$ cat config.mk
export PLATFORM = sky130hd
export DESIGN_NAME = loqt_front
export DESIGN_NICKNAME = d
export VERILOG_FILES = /design/src/hw/rtl/loqt_pkg.sv /design/src/hw/rtl/loqt_front.sv
export SDC_FILE = /design/constraint.sdc
export NUM_CORES = 1
export LEC_CHECK = 0
export BUFFER_PORTS_ARGS = -buffer_cell sky130_fd_sc_hd__buf_2
export CAP_MARGIN = 20
export CORE_ASPECT_RATIO = 1.25
export CORE_MARGIN = 2
export CORE_UTILIZATION = 24
export DETAILED_ROUTE_END_ITERATION = 6
export MAX_ROUTING_LAYER = met4
export PLACE_DENSITY = 0.86
export SLEW_MARGIN = 20
export SYNTH_ARGS = -nofsm -noshare
export SYNTH_HDL_FRONTEND = slang
export SYNTH_SLANG_ARGS = --single-unit
export TNS_END_PERCENT = 20
$ cat constraint.sdc
create_clock -name vclk -period 2.3
set_input_delay 0.46 -clock vclk [all_inputs]
set_output_delay 0.46 -clock vclk [all_outputs]
set_load 0.02 [all_outputs]
$ cat src/hw/rtl/loqt_pkg.sv
// shared types and constants for the label offset queue table
`timescale 1ns / 1ps

package loqt_pkg;

  // configuration register
  localparam int CFG_W = 10;
  localparam logic [CFG_W-1:0] MASK_RESET = 10'd1023;

  // sizing defaults
  localparam int SLOT_COUNT_DEF  = 1024;
  localparam int ENTRY_COUNT_DEF = 1024;

  // field widths
  localparam int LABEL_W = 32;
  localparam int VALUE_W = 32;
  localparam logic [LABEL_W-1:0] EMPTY_KEY = '1;

  // command codes
  localparam logic [1:0] CMD_ENQ  = 2'd0;
  localparam logic [1:0] CMD_DEQ  = 2'd1;
  localparam logic [1:0] CMD_LOOK = 2'd2;
  localparam logic [1:0] CMD_NONE = 2'd3;

  // classified operation handed from front to back
  typedef enum logic [2:0] {
    OP_NOP,
    OP_ABSENT,
    OP_ENQ,
    OP_DEQ,
    OP_LOOK
  } op_t;

  // result status codes
  typedef enum logic [2:0] {
    STS_OK        = 3'd0,
    STS_ABSENT    = 3'd1,
    STS_FULL      = 3'd2,
    STS_EXHAUSTED = 3'd3,
    STS_EMPTY     = 3'd4
  } status_t;

  // one queued word
  typedef struct packed {
    op_t                op;
    logic [LABEL_W-1:0] label;
    logic [VALUE_W-1:0] offset;
  } item_t;

  // back end sequencer states
  typedef enum logic [3:0] {
    BS_CLEAR,
    BS_IDLE,
    BS_PROBE_RD,
    BS_PROBE_CHK,
    BS_ENQ_WR,
    BS_ENQ_LINK,
    BS_DEQ_RD,
    BS_DEQ_WR,
    BS_LK_HEAD,
    BS_LK_TAIL,
    BS_LK_DONE,
    BS_OUT
  } bstate_t;

endpackage

$ cat src/hw/rtl/loqt_front.sv
// front end: input handshake and command classification
`timescale 1ns / 1ps

module loqt_front import loqt_pkg::*; (
  input  logic               in_valid,
  output logic               in_ready,
  input  logic [1:0]         cmd,
  input  logic [LABEL_W-1:0] label,
  input  logic [VALUE_W-1:0] offset,
  input  logic               run,
  input  logic               q_ready,
  output logic               q_push,
  output item_t              q_item
);

  // held off while the slot table is being cleared or the queue is full
  assign in_ready = q_ready & run;
  assign q_push   = in_valid & in_ready;

  // classify the word
  always_comb begin
    q_item.label  = label;
    q_item.offset = offset;
    if (cmd != CMD_ENQ && cmd != CMD_DEQ && cmd != CMD_LOOK) begin
      q_item.op = OP_NOP;
    end else if (label == EMPTY_KEY) begin
      q_item.op = OP_ABSENT;
    end else if (cmd == CMD_ENQ) begin
      q_item.op = OP_ENQ;
    end else if (cmd == CMD_DEQ) begin
      q_item.op = OP_DEQ;
    end else begin
      q_item.op = OP_LOOK;
    end
  end

endmodule

# Word level (Yosys, flattened, before mapping)
# Cells that the tools add are included.
dict set report classes {
  n_addsub 0
  mul 0
  div 0
  order_cmp 0
  eq_ne 4
  shifts 0
  mux 4
  n_bitwise 2
  n_reduce_logical 4
}
# cell n
set ops {}
lappend ops {{32-bit equality test, second input constant} 1}
lappend ops {{3-bit 2-to-1 mux} 4}
lappend ops {{1-bit AND} 2}
lappend ops {{2-bit by 1-bit equality test with 1-bit output, second input constant} 1}
lappend ops {{1-bit logical AND} 2}
lappend ops {{2-bit logical NOT} 1}
lappend ops {{2-bit by 1-bit inequality test with 1-bit output, second input constant} 1}
lappend ops {{2-bit inequality test, second input constant} 1}
lappend ops {{2-bit nonzero test} 1}
dict set report totals {
  regBits 0
  latch_bits 0
  ramBits 0
  mem_bits_ro 0
  out_inout_bits 69
  wordCells 14
  memories 0
}

# Depth between registers and ports, before layout
# Gate-level depths: netlist of run 1.
dict set report depth {
  depth_word 5
  depth_mapped 3
  depth_no_buf 3
}

# Least setup slack after synthesis of run 1
# No wires, ideal clock.
dict set report synth_path {
  path_type {input -> output}
  start {input label[25]}
  end {output q_item[64] in the netlist's numbering}
  arrival_ps 1187
  required_ps 1840
  setup_slack_ps 653
  stages 3
  n_path_buf 0
  cell_sequence {nand4_1 > nor4_2 > a31o_1}
}
# item line_no
set synth_lines {}
lappend synth_lines {{start: declaration} loqt_front.sv:8} ;# input logic [LABEL_W-1:0] label,
lappend synth_lines {{end: declaration} loqt_front.sv:13} ;# output item_t q_item

==> results of run 1 <==
==> cell type report <==
class                           instances  area [µm²]
Multi-Input combinational cell         17         120
Timing Repair Buffer                   74         370
Fill cell                             292        1870
Tap cell                               33        41.3
Inverter                                1        3.75
==> worst max-delay path, stage by stage <==
cell and delay, ns:
buf_2 0.09, nand4_1 0.11, nor4_2 0.40, a31o_1 0.21, buf_2 0.16
==> layer usage <==
layer	track usage, %	vias up	routed length, µm
met4	7.35	0	99
li1	-	228	-
met3	2.75	22	197
met2	10.6	46	592
met5	-	-	0
met1	8.63	210	502
==> through the flow <==
step	hold WS [ns]	instance area [µm²]
5_1_grt	0.920	536
3_5_place_dp	0.920	536
3_3_place_gp	0.920	536
6_report	0.920	536
4_1_cts	0.920	536
2_1_floorplan	0.997	604
==> layout by cell type, fill, tap and decap left out <==
cell / synthesis / final
buf_2: 0 / 74
nand4_1: 7 / 7
nor4_2: 2 / 2
a21oi_1: 2 / 2
inv_1: 1 / 1
nand4_2: 1 / 1
nor2_1: 1 / 1
a31o_1: 1 / 1
and2_1: 1 / 1
and3_1: 1 / 1
nand2_1: 1 / 1
==> how the worst max path moves through the flow <==
stage               slack [ns]         end
CTS                       0.39  q_item[64]
global route              0.33  q_item[64]
global placement          0.43  q_item[64]
floorplan                 0.65  q_item[64]
finish                    0.41  q_item[64]
detailed placement        0.40  q_item[64]
==> power breakdown <==
part / total (µW) / switching [µW] / internal, µW
logic: 123 / 74.2 / 48.6
clock network: 0 / 0 / 0
registers: 0 / 0 / 0
total: 123 / 74.2 / 48.6
==> cell families (layout without fill, tap and decap cells) <==
logic type / count (synthesis) / in the layout / synth area share (%)
AO/OA/AOI/OAI: 3 / 3 / 3.11
buffers and inverters: 65 / 75 / 80.1
AND/OR/NAND/NOR: 14 / 14 / 16.8
==> reports/metrics.cfg, run 1 <==
[yosys]
yosysMostFrequentCell=buf_4
ys_warn_count=0
synthTopCellsByArea=buf_4 (80%), nand4_1 (7.2%), nor4_2 (4.1%)
syn_avg_cell_area_um2=7.37
syn_inst=82
synth_area_leader_cell=buf_4
yosysSeqAreaShare_pct=0
syn-cell-area_um2=604
ys_types=11
ys_top_cells_by_count=buf_4 (64), nand4_1 (7), a21oi_1 (2), nor4_2 (2)
yosysTopAreaCellShare_pct=79.5
syn_nets=151

[run_status]
status=finished clean

[finish]
areaGrowthSynthToFinish_pct=-11.4
post-route-util_pct=22.3
seq_cell_count=0
clkbuf_count=0
final_nets=163
final_cells=125
seq_area_um2=0
drive_gt1_share_pct=83.7
antenna_cells=0

[routing]
routed_wirelength_um=1390
drt-initial-drc-count=6
dr_total_vias=506
vias_per_cell=4.05
post-route-drc-count=0
firstDrtPassIters=4
ant_nets=0
wl_per_cell_um=11.1

[sta]
tightest_slew_ns=0.345
final-hold-violation-count=0
timing.fmax_ghz=0.528
relSlewSlack_pct=76.8
finalMaxSlewViolations=0
setup_viol=0
finalCritPeriodShare_pct=82.4
fin_crit_ns=1.89
rsz0062_at_grt=false
finalWorstSetupSlack_ns=0.405
setup-tns-final_ns=0

[place]
dp.cells=125
io_buffer_count=74
dp_slack_ns=0.401
gp_congestion=0.589
dp_hpwl_um=1300

[clocking]
postCtsSetupBuffers=0
hold_buffers=0
cts_resized=0

[run]
drv_cap=0

[power_and_ir_drop]
p_leak_uw=0.000328
power_uw=123
power.density_nw_per_um2=229
ir_drop_mv=0.0839

[worst_setup_path]
crit_path_start=label[8]
crit_path_end_kind=output port
path_max_fanout=3
critPathArrivalTime_ns=1.43
crit_path_start_kind=input port
required_ns=1.84
crit_type=input port to output port

[worst_hold_path]
whs_path_depth=0
hold_class=input port to output port
hp-start=offset[20]
min_to=q_item[20]

[floorplanning]
core-area_um2=2400
ios=138
die_h_um=60.1
rows=20
initial_utilization_pct=25.2
dieArea_um2=2940
die_w_um=48.9

[grt]
grtUsageTotal_pct=7.71
antenna_found_initial=0
grt_max_degree=4
overflow=0
grt_pass1_wl_um=1750
grt_pass1_vias=381

Power figures use the tool's default switching activity.
==> run 2, diff against run 1 <==
--- a/config.mk
+++ b/config.mk
@@ -5,6 +5,7 @@
 export SDC_FILE = /design/constraint.sdc
 export NUM_CORES = 1
 export LEC_CHECK = 0
+export ABC_AREA = 1
 export BUFFER_PORTS_ARGS = -buffer_cell sky130_fd_sc_hd__buf_2
 export CAP_MARGIN = 20
 export CORE_ASPECT_RATIO = 1.25
@@ -12,7 +13,7 @@
 export CORE_UTILIZATION = 24
 export DETAILED_ROUTE_END_ITERATION = 6
 export MAX_ROUTING_LAYER = met4
-export PLACE_DENSITY = 0.86
+export PLACE_DENSITY = 0.83
 export SLEW_MARGIN = 20
 export SYNTH_ARGS = -nofsm -noshare
 export SYNTH_HDL_FRONTEND = slang
==> constraint.sdc (replaced) <==
create_clock -name vclk -period 1.65
set_input_delay 0.33 -clock vclk [all_inputs]
set_output_delay 0.33 -clock vclk [all_outputs]
set_load 0.02 [all_outputs]
==> run 2 against run 1 <==
Effect of this change:
- first-iteration DRC count fell by 50%
- synthesized area rose by 16%
- core utilization rose by 0.92 points
- global-route usage rose by 2.2 points
- hold slack got worse by 0.26 ns
- cell area rose by 18%
- via count rose by 30%
- critical path type unchanged
- power rose by 49%
- setup slack got worse by 0.18 ns
==> reports/metrics.cfg, run 2 <==
[routing]
routed_wirelength_um=1880  ; +35%
vias_per_cell=3.98  ; -1.8%
post-route-drc-count=0  ; unchanged
drt-initial-drc-count=3  ; -3
ant_nets=0  ; unchanged
wl_per_cell_um=11.4  ; +2.3%
dr_total_vias=656  ; +30%
firstDrtPassIters=2  ; -2

[grt]
gr-usage-met2_pct=18.0  ; +7.4 points
antenna_found_initial=0  ; unchanged
grt_pass1_vias=578  ; +52%
overflow=0  ; unchanged
grt_busiest_layer=met2
grt_util_met1_pct=7.14  ; -1.5 points
grtUsageTotal_pct=9.90  ; +2.2 points
grt_max_degree=3  ; -1
grt_pass1_wl_um=2520  ; +44%
grt.met3_usage_pct=5.07  ; +2.3 points

[floorplanning]
core-area_um2=2730  ; +14%
initial_utilization_pct=25.7  ; +0.53 points
dieArea_um2=3380  ; +15%
rows=21  ; +5.0%
die_h_um=64.5  ; +7.3%
die_w_um=52.4  ; +7.1%
ios=138  ; unchanged

[finish]
layout_common_cells=buf_2 (74), nand2_1 (29), nor2_1 (20)
seq_cell_count=0  ; unchanged
clkbuf_count=0  ; unchanged
final_common_cell=buf_2
seq_area_um2=0  ; unchanged
final_nets=202  ; +24%
finalInstanceArea_um2=634  ; +18%
n_fill_cell=345  ; +18%
antenna_cells=0  ; unchanged
areaGrowthSynthToFinish_pct=-9.63
final_cells=165  ; +32%
drive_gt1_share_pct=58.0  ; -26 points

[place]
dpl_cell_area_um2=634  ; +18%
io_buffer_count=74  ; unchanged
dp_hpwl_um=1800  ; +39%
dp.cells=165  ; +32%
gp_congestion=0.630  ; +7.0%

[power_and_ir_drop]
power.density_nw_per_um2=289  ; +26%
ir_drop_mv=0.0768  ; -8.4%
p_leak_uw=0.000399  ; +22%
power_uw=184  ; +49%

[sta]
setup-tns-final_ns=0  ; unchanged
rsz0062_at_grt=false
setup_viol=0  ; unchanged
tightest_slew_ns=0.125  ; -0.220 ns
fin_crit_ns=1.43
relSlewSlack_pct=91.6  ; +15 points
hold_ws_ns=0.660  ; -0.260 ns
final-hold-violation-count=0  ; unchanged
timing.fmax_ghz=0.701
finalMaxSlewViolations=0  ; unchanged
finalCritPeriodShare_pct=86.4

[run_status]
status=finished clean

[worst_setup_path]
critPathArrivalTime_ns=1.10  ; -0.33 ns
path_cells=buf_2 > nand2_1 > nor2_1 > nand2_1 > nor2_2 > nand2_1 > nand2_1 > nor2_1 > buf_2
crit_type=input port to output port
crit_path_end_kind=output port
required_ns=1.32  ; -0.52 ns
path_max_fanout=2  ; -1
cpPeakStageDelay_ns=0.15  ; -0.25 ns
crit_top_cell=nand2_1
path_buf_inv=2  ; unchanged
crit_path_start_kind=input port
cp_top_family=simple AND/OR/NAND/NOR gates
critPathSlowestCell=buf_2

[yosys]
syn_nets=190  ; +26%
synthTopCellsByArea=buf_4 (68%), nand2_1 (16%), nor2_1 (11%)
yosysSeqAreaShare_pct=0  ; unchanged
syn_inst=121  ; +48%
ys_types=7  ; -4
ys_warn_count=0  ; unchanged
ys_top_cells_by_count=buf_4 (64), nand2_1 (29), nor2_1 (20)
yosysTopAreaCellShare_pct=68.4  ; -11 points
syn-cell-area_um2=702  ; +16%
yosysMostFrequentCell=buf_4
syn_avg_cell_area_um2=5.80  ; -21%
synth_area_leader_cell=buf_4

[clocking]
postCtsSetupBuffers=0  ; unchanged
hold_buffers=0  ; unchanged
cts_resized=0  ; unchanged

[run]
drv_cap=0  ; unchanged

[worst_hold_path]
hold_class=input port to output port

-- run 2: metal layers --
metal | routed length [µm] | vias up
met5 | 0 | -
met4 | 136 | 0
met3 | 383 | 18
met2 | 860 | 49
met1 | 500 | 269
li1 | - | 320
-- run 2: metrics by stage --
step                utilization (%)  setup slack (ns)
floorplan                         -             0.409
global placement               23.2             0.219
detailed placement             23.2             0.212
CTS                            23.2             0.206
global route                   23.2            0.0614
finish                         23.2             0.224
-- run 2: where the power goes --
group / switching [µW] / total (µW) / internal [µW]
Clock: 0 / 0 / 0
Combinational: 112 / 184 / 71.4
Sequential: 0 / 0 / 0
-- run 2: final timing paths --
kind	from	slack, ns	to	cells after the start
worst min-delay path	offset[0]	0.66	q_item[0]	0
worst max-delay path	label[7]	0.22	q_item[66]	9
-- run 2: kinds of logic (layout without fill, tap and decap cells) --
| group | count (synthesis) | in the layout | share of synthesized area, % |
|---|---|---|---|
| buffers and inverters | 68 | 78 | 70.6 |
| AND/OR/NAND/NOR | 52 | 52 | 28.7 |
| AO/OA/AOI/OAI | 1 | 1 | 0.712 |
-- run 2: cell type report --
| class | instances | area (µm²) | share of cell area, % |
|---|---|---|---|
| inverter | 4 | 15.0 | 2.37 |
| multi-input combinational | 53 | 206 | 32.5 |
| tap | 34 | 42.5 | 6.71 |
| timing repair buffer | 74 | 370 | 58.4 |
