==> config.mk <==
export PLATFORM = sky130hd
export DESIGN_NAME = loqt_queue
export DESIGN_NICKNAME = d
export VERILOG_FILES = /design/src/hw/rtl/loqt_pkg.sv /design/src/hw/rtl/loqt_queue.sv
export SDC_FILE = /design/constraint.sdc
export NUM_CORES = 1
export LEC_CHECK = 0
export ABC_AREA = 1
export BUFFER_PORTS_ARGS = -buffer_cell sky130_fd_sc_hd__buf_2
export CAP_MARGIN = 20
export CORE_MARGIN = 5
export CORE_UTILIZATION = 45
export DETAILED_ROUTE_END_ITERATION = 8
export GPL_TIMING_DRIVEN = 1
export PLACE_DENSITY = 0.7
export SLEW_MARGIN = 15
export SYNTH_ARGS = -nofsm -noshare
export SYNTH_HDL_FRONTEND = slang
export SYNTH_SLANG_ARGS = --single-unit
==> constraint.sdc <==
create_clock -name clk -period 4.1 [get_ports clk]
set_input_delay 0 -clock clk [delete_from_list [all_inputs] [get_ports clk]]
set_output_delay 0 -clock clk [all_outputs]
set_load 0.1 [all_outputs]
==> src/hw/rtl/loqt_pkg.sv <==
// shared types and constants for the label offset queue table
`timescale 1ns / 1ps

package loqt_pkg;

  // configuration register
  localparam int CFG_W = 10;
  localparam logic [CFG_W-1:0] MASK_RESET = 10'd1023;

  // sizing defaults
  localparam int SLOT_COUNT_DEF  = 1024;
  localparam int ENTRY_COUNT_DEF = 1024;

  // field widths
  localparam int LABEL_W = 32;
  localparam int VALUE_W = 32;
  localparam logic [LABEL_W-1:0] EMPTY_KEY = '1;

  // command codes
  localparam logic [1:0] CMD_ENQ  = 2'd0;
  localparam logic [1:0] CMD_DEQ  = 2'd1;
  localparam logic [1:0] CMD_LOOK = 2'd2;
  localparam logic [1:0] CMD_NONE = 2'd3;

  // classified operation handed from front to back
  typedef enum logic [2:0] {
    OP_NOP,
    OP_ABSENT,
    OP_ENQ,
    OP_DEQ,
    OP_LOOK
  } op_t;

  // result status codes
  typedef enum logic [2:0] {
    STS_OK        = 3'd0,
    STS_ABSENT    = 3'd1,
    STS_FULL      = 3'd2,
    STS_EXHAUSTED = 3'd3,
    STS_EMPTY     = 3'd4
  } status_t;

  // one queued word
  typedef struct packed {
    op_t                op;
    logic [LABEL_W-1:0] label;
    logic [VALUE_W-1:0] offset;
  } item_t;

  // back end sequencer states
  typedef enum logic [3:0] {
    BS_CLEAR,
    BS_IDLE,
    BS_PROBE_RD,
    BS_PROBE_CHK,
    BS_ENQ_WR,
    BS_ENQ_LINK,
    BS_DEQ_RD,
    BS_DEQ_WR,
    BS_LK_HEAD,
    BS_LK_TAIL,
    BS_LK_DONE,
    BS_OUT
  } bstate_t;

endpackage

==> src/hw/rtl/loqt_queue.sv <==
// two word queue between front and back
`timescale 1ns / 1ps

module loqt_queue import loqt_pkg::*; (
  input  logic  clk,
  input  logic  rst,
  input  logic  push,
  input  item_t push_item,
  output logic  not_full,
  input  logic  pop,
  output logic  not_empty,
  output item_t pop_item
);

  item_t      words [2];
  logic       wptr;
  logic       rptr;
  logic [1:0] count;

  assign not_full  = (count != 2'd2);
  assign not_empty = (count != 2'd0);
  assign pop_item  = words[rptr];

  // storage
  always_ff @(posedge clk) begin
    if (push) begin
      words[wptr] <= push_item;
    end
  end

  // pointers and fill count
  always_ff @(posedge clk) begin
    if (rst) begin
      wptr  <= 1'b0;
      rptr  <= 1'b0;
      count <= 2'd0;
    end else begin
      if (push) begin
        wptr <= ~wptr;
      end
      if (pop) begin
        rptr <= ~rptr;
      end
      count <= count + {1'b0, push} - {1'b0, pop};
    end
  end

endmodule

After elaboration in Yosys (flattened, before gate mapping)
Memory sizes are Yosys's and may differ from the RTL's. A register that Yosys moved wholly into a read port is not among the register bits.
Cells that the tools add are included.

cells by class
  add/sub/neg operators = 2
  eq/ne operators = 1
  muxes and demuxes = 4
  bitwise operators = 2
  reduce and logical (&&, ||, !) cells = 1

operators by type and width
  cell                count
  $mux 1              4
  $add 2x1->2         1
  $ne 2x2->1 const B  1
  $not 1->1           2
  $reduce_bool 2->1   1
  $sub 2x1->2         1

word-level totals
  register bits = 4
  bits in writable memories = 134
  input port bits = 71
  output and inout bits = 69
  logic and storage cells = 14
  memories kept = 1

memory list
  name   depth  width  read ports  clocked after memory_dff  wr ports  line              source
  words  2      67     1           1                         1         loqt_queue.sv:15  item_t words [2];

Longest topological paths before layout
Gate-level depths: netlist (run 1).

  word-level depth = 3
  gate-level depth with buffers = 9
  depth with buffers taken out = 9

Least setup slack after synthesis (run 1)
No wires, ideal clock.

  kind = register -> register
  from = register wptr
  to = memory words[0][0] (netlist bit), enable pin
  setup time = 0.494 ns
  arrival = 3.118 ns
  required time = 3.606 ns
  setup slack = 0.488 ns
  stages on the path, launching flop included = 2
  buffers on the path = 0
  clock period less this slack = 3.612 ns
  cell sequence = dfxtp_1 nor2_1

RTL lines
  what                    line              source
  start, declared         loqt_queue.sv:16  logic wptr;
  start signal, assigned  loqt_queue.sv:39  wptr <= ~wptr;
  end, declared           loqt_queue.sv:15

Straight into the memory's write port.

==> results of run 1 <==
==> power by group through the flow <==
stage | clock (uW) | combinational [uW] | sequential (uW)
detailed placement | 0 | 816 | 1720
floorplan | 0 | 718 | 1690
global placement | 0 | 810 | 1720
CTS | 1570 | 870 | 1700
finish | 1540 | 867 | 1690
global route | 1640 | 900 | 1700
==> state kept, by name, indices dropped and copies added, names as in the netlist, named ones only <==
register  cells
wptr          1
count         2
rptr          1
words       134
==> kinds of logic (layout without fill, tap and decap cells) <==
family / Yosys count / count (layout)
AND/OR/NAND/NOR: 14 / 14
XOR/XNOR: 1 / 1
AO/OA/AOI/OAI: 1 / 1
flip-flops: 139 / 139
adder cells (fa/ha/maj): 2 / 2
multiplexers: 67 / 67
buffers and inverters: 15 / 252
==> routing by layer <==
metal / share of wire (%) / routed length (um)
met4: 1.6 / 154
met1: 40 / 3916
met3: 7.3 / 712
met2: 51 / 5001
met5: 0 / 0
==> synth_stat cells, drive strengths merged <==
| cell type | n | area (um^2) |
|---|---|---|
| a21oi | 1 | 5.000 |
| buf | 7 | 56.30 |
| dfxtp | 5 | 100.1 |
| edfxtp | 134 | 4024 |
| ha | 2 | 25.02 |
| inv | 8 | 30.03 |
| mux2 | 67 | 867.1 |
| nand2 | 6 | 22.52 |
| nand3 | 1 | 5.000 |
| nor2 | 6 | 22.52 |
| nor3 | 1 | 5.000 |
| xnor2 | 1 | 8.760 |
==> repair_timing <==
| action | in CTS | in global routing |
|---|---|---|
| hold endpoints to repair | 139 | 0 |
| hold buffers | 71 | 0 |
| buffers inserted | 0 | 0 |
==> final cells by class <==
type | instances | area share [%]
clock inverters | 14 | 2.438
well taps | 143 | 2.438
flip-flops and latches | 139 | 56.25
inverters | 8 | 0.4092
clock buffers | 17 | 5.797
repair buffers | 213 | 19.47
multi-input cells | 85 | 13.20
==> path summary, 6_finish.rpt <==
path,from,to,slack [ns],cells after the start
max,flip-flop,pop_item[54],1.85,2
min,push_item[8],words[0][8],0.31,2
max reg2reg,wptr,words[1][37],2.10,3
min reg2reg,rptr,rptr,0.53,2
==> through the flow <==
stage	instance area (um^2)	hold WS [ns]	util [%]	instances
finish	7338	0.3145	64.82	619
global route	7338	0.3046	64.82	619
CTS	7338	0.2907	64.82	619
detailed placement	6023	0.1911	53.21	517
global placement	6023	0.1878	53.21	517
floorplan	5171	0.07122	-	239
==> metrics, run 1 <==
hpwl dp=6073 um; worst hold path type=input port to flip-flop; Die Width=117.2 um; yosys warns=0; CTS H-Tree Depth=4; final critical-path share of the clock period=54.85%; first-pass GRT wire length=14750 um; commonest cells after routing, fill and taps aside=139 x buf_2, 134 x edfxtp_1, 71 x dlygate4sd3_1; Std-Cell Rows=39; residual overflow from global routing=0; cells resized by post-CTS repair=0; number of global-route vias before repair=3091; P_sw=1236 uW; area of all sequential standard cells=4128 um^2; number of iterations in the first detailed-routing pass=4; Starting DRT DRC Count=87; number of CTS-inserted buffers=17; total via count after detailed routing=2876; clock tree from TritonCTS=yes; XOR/XNOR share of the synthesized area=0.1694%; worst ir drop on vdd=0.3663 mV; Synth-to-Final Area Change=41.91%; number of I/O pins=140; crit path capture type=primary output; critical path required time=4.10 ns; Leak=0.002898 uW; via-per-instance ratio=4.646; Floorplan Core Area=11320 um^2; relative slew slack=28.17%; count of endpoints failing hold in the final timing report=0; number of buffer and inverter stages on the critical path=1; Starting Density=45.68%; DR DRC count=0; overall power of the completed layout=4101 uW; number of unique standard cell types used by synthesis=15; Crit Path Category=flip-flop to primary output; antenna violations before repair=0; sequence of cells on the critical path=mux2_4, buf_2; routing usage on met2=24.59%; maximum number of buffers from clock root to sink=2; switching part of the total=30.15%; overall fraction of global-route tracks in use=14.64%; area of the mapped netlist=5171 um^2; #FFs+latches synth=139; pin count of the biggest net entering global routing=68; most common library cell in the layout ignoring fill and taps=buf_2; DP Worst Slack=2.043 ns; number of max-cap violations=0; internal power of the cells=2864 uW; portion of netlist area occupied by mux cells=16.77%; average wire per cell in the routed design=15.81 um; number of routed nets with antenna violations=0; run status=complete, no violations; number of endpoints failing setup at the final stage=0; maximum cell stage delay along the critical path=1.05 ns; layout cells sized above 1=50.63%; Synth Area in Compound Gates=0.09678%; area of the multi-input gates=968.4 um^2; final worst path period need=2.249 ns; Routed Wire Length=9785 um; met3 usage in global routing=5.501%; CTS Sinks=139; weighted congestion reported at the end of routability-driven placement=0.6951; die outline area=13740 um^2; Final Worst Setup Slack=1.851 ns; Clk pin slew, worst setup/hold paths=0.06 ns; gr busiest metal=met2; Crit-path slowest cell=dfxtp_4; Antenna Cells=0; fraction of power consumed by the clock network=37.6%; net count of the mapped netlist=312; simple-gate portion of the synthesized area=1.065%; port buffer count=139; maximum achievable frequency=444.7 MHz; root buffer selected by CTS=clkbuf_16; power density normalized to cell area=558.8 nW/um^2; slew of the pin with the lowest slew margin=1.077 ns; unrepaired setup endpoints after global routing=no; final clock skew=0.005964 ns; arrival time at the worst endpoint=2.25 ns; portion of total power attributed to combinational logic=21.1%; part of the total power dissipated in sequential elements=41.3%; cell class contributing the biggest share of worst-path delay=flip-flops; sequential element share of the synthesized area=79.75%; Final TNS setup=0 ns; Filler cells=808; vertical extent of the die=117.2 um; post-synthesis adder-cell area fraction=0.4839%; largest family of logic cells by synthesized area=multiplexers; cell count after synthesis=239; largest fanout on the critical path=67; max-slew violations=0; count of nets after finishing=537; mean cell area of the mapped netlist=21.64 um^2; met1 track utilization from global routing=16.71%; clock insertion delay at the later pin of the skew report=0.40 ns; kind of launch point of the worst setup path=flip-flop
(Power assumes the default switching activity.)
==> run 2, diff against run 1 <==
==> constraint.sdc (replaced) <==
create_clock -name clk -period 2.1 [get_ports clk]
set_input_delay 0 -clock clk [delete_from_list [all_inputs] [get_ports clk]]
set_output_delay 0 -clock clk [all_outputs]
set_load 0.1 [all_outputs]
==> run 2 against run 1 <==
Against the previous run:
- worst setup slack got worse by 1.7 ns
- critical path type unchanged
- largest cell class unchanged
- core utilization rose by 0.38 points
- largest power group unchanged
- via count rose by 2.4%
==> metrics, run 2 (synthesis gave the netlist of run 1 again) <==
largest fanout on the critical path=25 (-63%); final critical-path share of the clock period=91.49%; total via count after detailed routing=2944 (+2.4%); first-pass GRT wire length=15240 um (+3.3%); clock insertion delay at the later pin of the skew report=0.40 ns (about the same); run status=complete, no violations; maximum cell stage delay along the critical path=0.58 ns (-0.47 ns); number of flip-flops in the largest register=134 (unchanged); slew of the pin with the lowest slew margin=0.5046 ns (-0.5729 ns); Antenna Cells=0 (unchanged); commonest cells after routing, fill and taps aside=139 x buf_2, 134 x edfxtp_1, 71 x dlygate4sd3_1; Starting Density=45.68% (unchanged); worst ir drop on vdd=0.6660 mV (+82%); arrival time at the worst endpoint=1.92 ns (-0.33 ns); number of endpoints failing setup at the final stage=0 (unchanged); Cell Count Post-Placement=520 (+0.58%); DR DRC count=0 (unchanged); average wire per cell in the routed design=16.25 um (+2.8%); count of endpoints failing hold in the final timing report=0 (unchanged); Hold Path Origin=push_item[34]; die outline area=13740 um^2 (unchanged); pin count of the biggest net entering global routing=43 (-37%); CTS H-Tree Depth=4 (unchanged); Std-Cell Rows=39 (unchanged); top routing layer in use=met5; met1 wire length=3920 um (+0.10%); layout cells sized above 1=50.63% (about the same); Final TNS setup=0 ns (unchanged); Routed Wire Length=10120 um (+3.4%); relative slew slack=66.59% (+38 points); cells resized by post-CTS repair=0 (unchanged); hpwl dp=6172 um (+1.6%); Clk pin slew, worst setup/hold paths=0.06 ns (about the same); number of CTS-inserted buffers=17 (unchanged); max-slew violations=0 (unchanged); overall fraction of global-route tracks in use=15.21% (+0.57 points); Starting DRT DRC Count=90 (+3.4%); critical path required time=2.10 ns (-2.00 ns); residual overflow from global routing=0 (unchanged); crit path capture type=primary output; Crit-path slowest cell=dfxtp_4; Leak=0.002898 uW (about the same); weighted congestion reported at the end of routability-driven placement=0.7311 (+5.2%); maximum achievable frequency=520.5 MHz; number of max-cap violations=0 (unchanged); CTS Sinks=139 (unchanged); kind of launch point of the worst setup path=flip-flop; number of I/O pins=140 (unchanged); clock tree from TritonCTS=yes; port buffer count=139 (unchanged); sequence of cells on the critical path=buf_12, mux2_2, buf_2; post-CTS setup repair buffer count=0 (unchanged); via-per-instance ratio=4.726 (+1.7%); unrepaired setup endpoints after global routing=no; register bank with the most flops=words; maximum number of buffers from clock root to sink=2 (unchanged); DR WL met2=5289 um (+5.8%); count of nets after finishing=540 (+0.56%); power density normalized to cell area=1072 nW/um^2 (+92%); number of global-route vias before repair=3177 (+2.8%); root buffer selected by CTS=clkbuf_16; Synth-to-Final Area Change=42.73%; final clock skew=0.007618 ns (+0.001655 ns); antenna violations before repair=1 (+1); final worst path period need=1.921 ns; Crit Path Category=flip-flop to primary output; Die Width=117.2 um (unchanged); worst hold path type=input port to flip-flop; number of standard cells in the layout, taps in and fillers out=623 (+0.65%); most common library cell in the layout ignoring fill and taps=buf_2; launching point of the worst reg2reg path=count[0]; number of routed nets with antenna violations=0 (unchanged); largest registers ranked by flip-flop count=words: 134 flops, count: 2 flops; detailed-routed wire length on met3=789 um (+11%); Floorplan Core Area=11320 um^2 (unchanged); number of iterations in the first detailed-routing pass=4 (unchanged); vertical extent of the die=117.2 um (unchanged)
[run 2: metal layers]
metal  track usage, %  up-vias
met5                0        -
met4            5.657        2
met3            6.170       13
met2            26.62      111
met1            16.58     1434
li1                 -     1384
[run 2: final timing paths]
check | end | slack [ns] | cells past startpoint
min reg2reg | wptr | 0.54 | 2
min | words[0][34] | 0.32 | 2
max reg2reg | count[1] | 0.83 | 8
max | pop_item[28] | 0.18 | 3
[run 2: area by class of cell]
type	instances	area, um^2
inverters	8	33.78
clock buffers	18	429.2
fillers	813	3940
repair buffers	216	1489
well taps	143	178.9
clock inverters	14	153.9
multi-input cells	85	968.4
flip-flops and latches	139	4128
[run 2: what timing repair did]
item	CTS	global route
hold buffers	71	0
setup endpoints to repair	0	0
endpoints found under the hold margin	139	0
[run 2: worst max-delay path: cells and delay by family (launching register included)]
family	cells	cell delay (ns)
buf+inv	2	0.55
mux	1	0.37
flops	1	0.58
[run 2: through the flow]
stage	util (%)	setup WS (ns)	area, um^2	hold WS [ns]	power (uW)
4_1_cts	65.20	0.1564	7381	0.3012	7984
6_report	65.20	0.1787	7381	0.3248	7914
2_1_floorplan	-	0.3060	5182	0.07122	4700
5_1_grt	65.20	0.1008	7381	0.3104	8189
3_3_place_gp	53.77	0.6096	6087	0.1877	4956
3_5_place_dp	53.77	0.5929	6087	0.1907	4979
[run 2: where the power goes]
group	internal [uW]	leakage (uW)	switching [uW]	total [uW]
sequential	3210	0.00130	57.2	3270
combinational	433	0.00133	1320	1750
clock	1840	0.000270	1050	2900
total	5490	0.00290	2420	7910
